$ cat src/ittw_pkg.sv
// Shared types and constants for the idle-timeout timing wheel.
// Used by ittw_ctrl, ittw_dp and the top level; depends on nothing.
package ittw_pkg;

  localparam int SLOTS_DEF    = 30;
  localparam int CAPACITY_DEF = 16;
  localparam int ID_BITS_DEF  = 16;

  localparam int PORT_ID_W = 16;
  localparam int STATUS_W  = 3;
  localparam int FUNC_W    = 2;

  typedef enum logic [FUNC_W-1:0] {
    OP_TICK    = 2'd0,
    OP_ADD     = 2'd1,
    OP_REFRESH = 2'd2,
    OP_REMOVE  = 2'd3
  } op_t;

  typedef enum logic [STATUS_W-1:0] {
    ST_OK         = 3'd0,
    ST_NOT_FOUND  = 3'd1,
    ST_SLOT_FULL  = 3'd2,
    ST_EXPIRED    = 3'd3,
    ST_TICK_EMPTY = 3'd4
  } status_t;

  typedef enum logic [1:0] {
    SRC_ID,
    SRC_RDATA,
    SRC_ZERO
  } src_t;

  typedef enum logic [3:0] {
    S_IDLE,
    S_DISPATCH,
    S_T_CHK,
    S_T_EMIT,
    S_T_RD,
    S_A_DO,
    S_R_CHK,
    S_R_CMP,
    S_R_SH,
    S_R_SHW,
    S_R_OK,
    S_R_NF
  } state_t;

  typedef struct packed {
    logic    ld_item;
    logic    adv_cursor;
    logic    s_prev;
    logic    s_zero;
    logic    s_inc;
    logic    i_inc;
    logic    rd;
    logic    rd_next;
    logic    shift_wr;
    logic    add_wr;
    logic    fill_dec;
    logic    fill_clr;
    logic    emit;
    status_t emit_status;
    src_t    emit_src;
    logic    emit_last;
  } cmd_t;

  typedef struct packed {
    op_t  func;
    logic fill_zero;
    logic idx_end;
    logic idx_last;
    logic slot_end;
    logic slot_full;
    logic match;
    logic out_busy;
  } stat_t;

endpackage

$ cat src/ittw_ctrl.sv
// Sequencer of the timing wheel: decodes each operation and steps the datapath.
// Depends on ittw_pkg.
module ittw_ctrl (
  input  logic             clk,
  input  logic             rst,
  input  logic             in_fire,
  input  ittw_pkg::stat_t  stat,
  output logic             in_ready,
  output ittw_pkg::cmd_t   cmd
);

  ittw_pkg::state_t state, state_next;

  always_ff @(posedge clk) begin
    if (rst) begin
      state <= ittw_pkg::S_IDLE;
    end else begin
      state <= state_next;
    end
  end

  always_comb begin
    state_next      = state;
    cmd             = '0;
    cmd.emit_status = ittw_pkg::ST_OK;
    cmd.emit_src    = ittw_pkg::SRC_ID;
    in_ready        = 1'b0;
    unique case (state)
      ittw_pkg::S_IDLE: begin
        in_ready = 1'b1;
        if (in_fire) begin
          cmd.ld_item = 1'b1;
          state_next  = ittw_pkg::S_DISPATCH;
        end
      end
      ittw_pkg::S_DISPATCH: begin
        unique case (stat.func)
          ittw_pkg::OP_TICK: begin
            cmd.adv_cursor = 1'b1;
            state_next     = ittw_pkg::S_T_CHK;
          end
          ittw_pkg::OP_ADD: begin
            cmd.s_prev = 1'b1;
            state_next = ittw_pkg::S_A_DO;
          end
          default: begin
            cmd.s_zero = 1'b1;
            state_next = ittw_pkg::S_R_CHK;
          end
        endcase
      end
      ittw_pkg::S_T_CHK: begin
        if (stat.fill_zero) begin
          if (!stat.out_busy) begin
            cmd.emit        = 1'b1;
            cmd.emit_status = ittw_pkg::ST_TICK_EMPTY;
            cmd.emit_src    = ittw_pkg::SRC_ZERO;
            cmd.emit_last   = 1'b1;
            state_next      = ittw_pkg::S_IDLE;
          end
        end else begin
          cmd.rd     = 1'b1;
          state_next = ittw_pkg::S_T_EMIT;
        end
      end
      ittw_pkg::S_T_EMIT: begin
        if (!stat.out_busy) begin
          cmd.emit        = 1'b1;
          cmd.emit_status = ittw_pkg::ST_EXPIRED;
          cmd.emit_src    = ittw_pkg::SRC_RDATA;
          cmd.emit_last   = stat.idx_last;
          cmd.i_inc       = 1'b1;
          if (stat.idx_last) begin
            cmd.fill_clr = 1'b1;
            state_next   = ittw_pkg::S_IDLE;
          end else begin
            state_next = ittw_pkg::S_T_RD;
          end
        end
      end
      ittw_pkg::S_T_RD: begin
        cmd.rd     = 1'b1;
        state_next = ittw_pkg::S_T_EMIT;
      end
      ittw_pkg::S_A_DO: begin
        if (!stat.out_busy) begin
          cmd.emit      = 1'b1;
          cmd.emit_last = 1'b1;
          if (stat.slot_full) begin
            cmd.emit_status = ittw_pkg::ST_SLOT_FULL;
          end else begin
            cmd.add_wr = 1'b1;
          end
          state_next = ittw_pkg::S_IDLE;
        end
      end
      ittw_pkg::S_R_CHK: begin
        if (stat.idx_end) begin
          if (stat.slot_end) begin
            state_next = ittw_pkg::S_R_NF;
          end else begin
            cmd.s_inc = 1'b1;
          end
        end else begin
          cmd.rd     = 1'b1;
          state_next = ittw_pkg::S_R_CMP;
        end
      end
      ittw_pkg::S_R_CMP: begin
        if (stat.match) begin
          state_next = ittw_pkg::S_R_SH;
        end else begin
          cmd.i_inc  = 1'b1;
          state_next = ittw_pkg::S_R_CHK;
        end
      end
      ittw_pkg::S_R_SH: begin
        if (stat.idx_last) begin
          cmd.fill_dec = 1'b1;
          if (stat.func == ittw_pkg::OP_REFRESH) begin
            cmd.s_prev = 1'b1;
            state_next = ittw_pkg::S_A_DO;
          end else begin
            state_next = ittw_pkg::S_R_OK;
          end
        end else begin
          cmd.rd_next = 1'b1;
          state_next  = ittw_pkg::S_R_SHW;
        end
      end
      ittw_pkg::S_R_SHW: begin
        // close the gap: move the next entry down one place
        cmd.shift_wr = 1'b1;
        cmd.i_inc    = 1'b1;
        state_next   = ittw_pkg::S_R_SH;
      end
      ittw_pkg::S_R_OK: begin
        if (!stat.out_busy) begin
          cmd.emit      = 1'b1;
          cmd.emit_last = 1'b1;
          state_next    = ittw_pkg::S_IDLE;
        end
      end
      ittw_pkg::S_R_NF: begin
        if (!stat.out_busy) begin
          cmd.emit        = 1'b1;
          cmd.emit_status = ittw_pkg::ST_NOT_FOUND;
          cmd.emit_last   = 1'b1;
          state_next      = ittw_pkg::S_IDLE;
        end
      end
      default: begin
        state_next = ittw_pkg::S_IDLE;
      end
    endcase
  end

endmodule

$ cat config.mk
export PLATFORM = sky130hd
export DESIGN_NAME = ittw_ctrl
export DESIGN_NICKNAME = d
export VERILOG_FILES = /design/src/ittw_pkg.sv /design/src/ittw_ctrl.sv
export SDC_FILE = /design/constraint.sdc
export NUM_CORES = 1
export LEC_CHECK = 0
export BUFFER_PORTS_ARGS = -buffer_cell sky130_fd_sc_hd__buf_2
export CAP_MARGIN = 40
export CORE_AREA = 2 2 42 48
export CTS_CLUSTER_SIZE = 24
export DETAILED_ROUTE_END_ITERATION = 6
export DIE_AREA = 0 0 44 50
export PLACE_DENSITY_LB_ADDON = 0.3
export SYNTH_ARGS = -nofsm -noshare
export SYNTH_HDL_FRONTEND = slang
export SYNTH_SLANG_ARGS = --single-unit
$ cat constraint.sdc
create_clock -name clk -period 1.69 [get_ports clk]
set_input_delay 0.0845 -clock clk [delete_from_list [all_inputs] [get_ports clk]]
set_output_delay 0.0845 -clock clk [all_outputs]
set_load 0.05 [all_outputs]
==> impl_metrics.csv, run 1 <==
group,metric,value,unit
timing,finalClockSkew,0.003213,ns
finish,design_area,1224,sq um
detailed_routing,drc,0,
cts,root_buffer,"clkbuf_4",
setup_path,cp.arrival,1.61,ns
hold_path,holdPathStages,2,
setup_path,timing.critical_path.to_type,"primary output",
yosys,yosys.area.top_type,"dfxtp_1",
timing,fin_tns_setup,-0.001647,ns
timing,period_share,100.1,%
timing,hold_ws,0.09431,ns
power,ir_drop,603.7,uV
timing,fin_crit,1.692,ns
cts,hold_buffers,0,
yosys,synth.distinct_cells,50,
power,combPwrFrac,67.9,%
finish,top_register,"state",
timing,maxSlewHeadroom,74.74,%
yosys,synth_area_leaders,"dfxtp_1 (10%), nand2b_1 (6.5%), nor4b_4 (6.2%), a21oi_1 (4.6%), nor2_1 (4.4%)",
floorplan,dieHeight,50,um
finish,antenna_cells,0,
yosys,synth_top_cell_area_share,10.47,%
yosys,synth_flop_cell,"dfxtp_1",
global_route,antenna_found_initial,0,
yosys,seq_area_frac_synth,10.47,%
global_route,globalRouteOverflowTotal,0,
cts,cts_sinks,4,
floorplan,core_area,1722,sq um
global_route,grt_max_degree,20,
power,power,0.8685,mW
place,place_area,1124,sq um
cts,cts.clk_slew.worst_paths,0.04,ns
run_status,status,"complete, but fails checks",
setup_path,cp-startpoint,"state[3]$_SDFFE_PP0P_",
yosys,ys_warn_count,0,
detailed_routing,drtIter0Drc,42,
yosys,synth_common_cells,"nor2_1 (9), nand2b_1 (8), a21oi_1 (7)",
global_route,grt_pass1_wl,3898,um
timing,final.setup.worst_slack,-0.001647,ns
floorplan,die_x,44,um
setup_path,reg2reg_depth,6,
detailed_routing,vias_per_cell,6.012,
timing,setup_viol,1,
setup_path,crit_required,1.61,ns
yosys,synth_area,764.5,sq um
detailed_routing,ant_nets,0,
power,clock_power_share,15.6,%
finish,fillCellCount,136,
power,power_frac_seq,16.5,%
power,swShare,50.60,%
yosys,synth_cells,106,
global_route,first_global_vias,883,
finish,syn2layout_area_growth,60.07,%
finish,nets,164,
detailed_routing,wl,2572,um
yosys,synth-seq-cells,4,
detailed_routing,wl_per_cell,15.31,um
yosys,syn_area_per_cell,7.212,sq um
cts,clockBufferDepth,2,
run_status,violations,"negative setup slack",
timing,worst_pin_slew,0.3738,ns
detailed_routing,vias,1010,
hold_path,hp-class,"in2reg",
power,leakage,0.5144,nW
floorplan,rows,16,
cts,htreeDepth,1,
finish,largest_reg_flops,4,
power,power_density,709.8,nW/um^2
place,hpwl,1870,um
finish,top_regs,"state (4)",
yosys,ys_async_sr_fraction,0,%
power,power.internal,0.4291,mW
yosys,post-synth-top-count-cell,"nor2_1",
timing,hold_viol,0,
job,cap_viol_max_count,0,
setup_path,critical_path_class,"reg2out",
setup_path,r2r_setup_slack,0.03,ns
floorplan,die-area,2200,sq um
setup_path,start_kind,"register",
finish,drive_gt1_share,49.33,%
place,place_congestion,0.9548,
cts,cts_made_buffers,3,
yosys,synth_nets,118,
cts,clock_latency,0.26,ns
timing,slew_violations,0,
power,netSwitchingPower,0.4394,mW
setup_path,r2r_end,"state[2]$_SDFFE_PP0P_",
floorplan,initial_core_util,44.40,%
setup_path,timing.rr.start,"state[3]$_SDFFE_PP0P_",
timing,rsz0062_at_grt,"true",
timing,fmax,591.1,MHz
place,portBuffers,31,
global_route,grt_usage,23.08,%
yosys,synth_edf_count,0,
setup_path,endpoint,"cmd[16]",
cts,cts_tree,"built",
floorplan,io_pins,32,
setup_path,critical_path.max_fanout,19,
detailed_routing,first_pass_iters,4,
==> area by class of cell <==
type / instances / area, sq um / share of cell area, %
Multi-Input combinational cell: 88 / 721.9 / 59.00
Timing Repair Buffer: 50 / 349.1 / 28.53
Sequential cell: 4 / 88.84 / 7.260
Clock buffer: 3 / 22.52 / 1.840
Tap cell: 18 / 22.52 / 1.840
Inverter: 5 / 18.77 / 1.534
==> through the flow <==
step           setup WS, ns  std cells  util, %
2_1_floorplan       -0.3050        106        -
3_3_place_gp        0.06402        162    65.26
3_5_place_dp        0.07424        162    65.26
4_1_cts            -0.01403        165    67.66
5_1_grt            -0.04614        168    71.08
6_report          -0.001647        168    71.08
==> cell families (layout without fill, tap and decap cells) <==
group / Yosys count / count (layout) / synth area share (%)
simple gates: 56 / 56 / 48.94
buf+inv: 14 / 58 / 9.817
mux: 2 / 2 / 2.619
compound gates: 30 / 30 / 28.15
flops: 4 / 4 / 10.48
==> critical path, stage by stage, from the launching register on <==
cell      delay (ns)
dfxtp_1         0.33
buf_12          0.17
nor4b_4         0.37
nand2_1         0.16
o21bai_4        0.14
buf_6           0.17
==> cells in the final DEF, fill, tap and decap left out, drive strengths merged, types with 2 or more instances in the layout <==
cell    count
dfxtp       4
o21ai       4
nor4        5
mux2i       2
nor2        9
nor2b       4
a211oi      2
inv         5
a21oi       7
a22oi       2
nor3b       3
clkbuf      4
nand2b      8
nand2       6
and2        4
buf        49
nor4b       2
nor3        4
==> repair_timing <==
action | in CTS | in global routing
pin swaps | 0 | 3
gates resized for setup | 8 | 13
endpoints found under the setup margin | 11 | 9
buffers inserted | 0 | 3
==> layer usage <==
layer / part of all wire [%] / track usage, % / wire length [um]
met5: 0 / 0 / 0
met4: 1.8 / 4.545 / 46
met3: 6.0 / 4.396 / 155
met2: 50 / 39.95 / 1284
met1: 42 / 29.01 / 1085
==> power groups by stage <==
stage	Combinational (mW)	Sequential, mW	Clock, mW
2_1_floorplan	0.419	0.117	0
3_3_place_gp	0.535	0.137	0
3_5_place_dp	0.536	0.140	0
4_1_cts	0.545	0.140	0.128
5_1_grt	0.626	0.145	0.138
6_report	0.590	0.144	0.135
==> how the worst min path moves through the flow <==
stage / start / end / slack, ns
after floorplan: rst / state[1]$_SDFFE_PP0P_ / 0.20
after global placement: rst / state[1]$_SDFFE_PP0P_ / 0.36
after detailed placement: rst / state[1]$_SDFFE_PP0P_ / 0.35
after CTS: rst / state[1]$_SDFFE_PP0P_ / 0.1
after global routing: rst / state[1]$_SDFFE_PP0P_ / 0.1
final: rst / state[1]$_SDFFE_PP0P_ / 0.09
Note: power is estimated with default switching activity, not from simulation.
==> run 2, diff against run 1 <==
--- a/config.mk
+++ b/config.mk
@@ -7,11 +7,14 @@
 export LEC_CHECK = 0
 export BUFFER_PORTS_ARGS = -buffer_cell sky130_fd_sc_hd__buf_2
 export CAP_MARGIN = 40
-export CORE_AREA = 2 2 42 48
-export CTS_CLUSTER_SIZE = 24
+export CELL_PAD_IN_SITES_DETAIL_PLACEMENT = 1
+export CELL_PAD_IN_SITES_GLOBAL_PLACEMENT = 1
+export CORE_AREA = 2 2 50 57
+export CTS_CLUSTER_SIZE = 20
 export DETAILED_ROUTE_END_ITERATION = 6
-export DIE_AREA = 0 0 44 50
+export DIE_AREA = 0 0 52 59
 export PLACE_DENSITY_LB_ADDON = 0.3
+export RECOVER_POWER = 50
 export SYNTH_ARGS = -nofsm -noshare
 export SYNTH_HDL_FRONTEND = slang
 export SYNTH_SLANG_ARGS = --single-unit
==> impl_metrics.csv, run 2 (synthesis results as in run 1) <==
group,metric,value,unit
run_status,status,"complete, but fails checks",
run_status,violations,"negative setup slack",
setup_path,r2r_setup_slack,0.04,ns
finish,nets,170,
finish,top_register,"state",
place,hpwl,2276,um
cts,cts.clk_slew.worst_paths,0.05,ns
floorplan,initial_core_util,31.22,%
finish,drive_gt1_share,53.21,%
timing,final.setup.worst_slack,-0.007017,ns
setup_path,r2r_end,"state[2]$_SDFFE_PP0P_",
global_route,grt_usage,20.61,%
finish,largest_reg_flops,4,
setup_path,critical_path.max_fanout,15,
hold_path,holdPathStages,2,
detailed_routing,wl_met3,109,um
detailed_routing,ant_nets,0,
cts,hold_buffers,0,
detailed_routing,wl_per_cell,17.59,um
setup_path,max_stage_delay,0.33,ns
finish,fin_cells,187,
timing,worst_pin_slew,0.3306,ns
finish,final_common_cell,"buf_4",
place,portBuffers,31,
global_route,grt_max_degree,20,
setup_path,critical_path.cell_chain,"buf_12 -> nor4b_4 -> and4b_1 -> o21bai_2 -> buf_6",
hold_path,hp-class,"in2reg",
finish,syn2layout_area_growth,68.41,%
timing,period_share,100.4,%
floorplan,core_area,2449,sq um
timing,finalClockSkew,0.01037,ns
detailed_routing,first_pass_iters,4,
timing,maxSlewHeadroom,77.79,%
floorplan,dieHeight,59,um
global_route,globalRouteOverflowTotal,0,
detailed_routing,met1_length,1413,um
place,place_congestion,0.8364,
floorplan,rows,19,
timing,setup_viol,1,
finish,top_regs,"state (4)",
setup_path,critical_path_class,"reg2out",
timing,fin_crit,1.697,ns
finish,design_area,1287,sq um
cts,cts_tree,"built",
setup_path,crit_slowest_cell,"dfxtp_2",
cts,cts_sinks,4,
setup_path,start_kind,"register",
detailed_routing,vias_per_cell,5.588,
finish,antenna_cells,0,
hold_path,hold_start,"rst",
setup_path,timing.critical_path.to_type,"primary output",
detailed_routing,drc,0,
floorplan,die-area,3068,sq um
detailed_routing,top_layer_used,"met4",
setup_path,worst-path-buf-inv,2,
timing,rsz0062_at_grt,"true",
setup_path,crit_family,"simple AND/OR/NAND/NOR gates",
cts,clock_latency,0.25,ns
detailed_routing,wl,3289,um
setup_path,timing.rr.start,"state[2]$_SDFFE_PP0P_",
setup_path,reg2reg_depth,6,
global_route,first_global_vias,1026,
detailed_routing,drtIter0Drc,11,
finish,fin_util,52.58,%
timing,slew_violations,0,
hold_path,worstHoldEndpoint,"state[1]$_SDFFE_PP0P_",
floorplan,io_pins,32,
timing,hold_ws,0.1178,ns
place,dp_cells,174,
job,cap_viol_max_count,0,
cts,htreeDepth,1,
cts,cts_made_buffers,3,
setup_path,cp.arrival,1.61,ns
place,place_area,1132,sq um
place,dpl_worst_slack,0.03396,ns
detailed_routing,vias,1045,
timing,hold_viol,0,
cts,clockBufferDepth,2,
finish,most-common-layout-cells,"buf_4 (25), buf_2 (22), nand2b_1 (8), nor2_1 (8)",
setup_path,crit_required,1.61,ns
power,leakage,0.5469,nW
floorplan,die_x,52,um
power,power_density,700.9,nW/um^2
power,power,0.9024,mW
timing,fmax,589.3,MHz
power,ir_drop,401.2,uV
global_route,antenna_found_initial,0,
global_route,grt_pass1_wl,4823,um
cts,root_buffer,"clkbuf_4",
detailed_routing,routed-wl-met2,1742,um
timing,fin_tns_setup,-0.007017,ns
run 2: per-layer routing:
metal	global-route usage, %	vias up
li1	-	504
met1	26.59	513
met2	35.80	23
met3	3.283	5
met4	4.511	0
met5	0	-
run 2: what timing repair did:
| action | CTS | global route |
|---|---|---|
| endpoints found under the setup margin | 15 | 11 |
| buffers inserted | 0 | 10 |
| gates resized for setup | 12 | 13 |
| pin swaps | 0 | 7 |
| hold endpoints to repair | 0 | 0 |
run 2: area by class of cell:
cell class	instances	area, sq um
Clock buffer	3	22.52
Fill cell	316	1161
Inverter	5	18.77
Multi-Input combinational cell	88	716.9
Sequential cell	4	90.09
Tap cell	31	38.79
Timing Repair Buffer	56	400.4
run 2: worst reg2reg max path, delay by kind of cell, from the launching register on:
kind	cells	cell delay, ns
flops	1	0.33
simple gates	2	0.57
compound gates	2	0.38
buf+inv	2	0.27
run 2: where the power goes:
part / switching (mW) / total [mW] / leakage (nW) / internal [mW]
registers: 0.0350 / 0.146 / 0.0350 / 0.111
clock network: 0.0523 / 0.133 / 0.0138 / 0.0804
logic: 0.372 / 0.623 / 0.498 / 0.251
run 2: worst max-delay path by stage:
stage / startpoint / to / slack (ns) / depth (start not counted)
6_report: state[2]$_SDFFE_PP0P_ / cmd[16] / -0.007 / 5
2_1_floorplan: state[2]$_SDFFE_PP0P_ / cmd[18] / -0.30 / 4
4_1_cts: state[2]$_SDFFE_PP0P_ / cmd[16] / -0.02 / 5
5_1_grt: state[2]$_SDFFE_PP0P_ / cmd[16] / -0.07 / 5
3_3_place_gp: state[0]$_SDFFE_PP0P_ / state[2]$_SDFFE_PP0P_ / 0.04 / 5
3_5_place_dp: state[3]$_SDFFE_PP0P_ / state[1]$_SDFFE_PP0P_ / 0.03 / 5
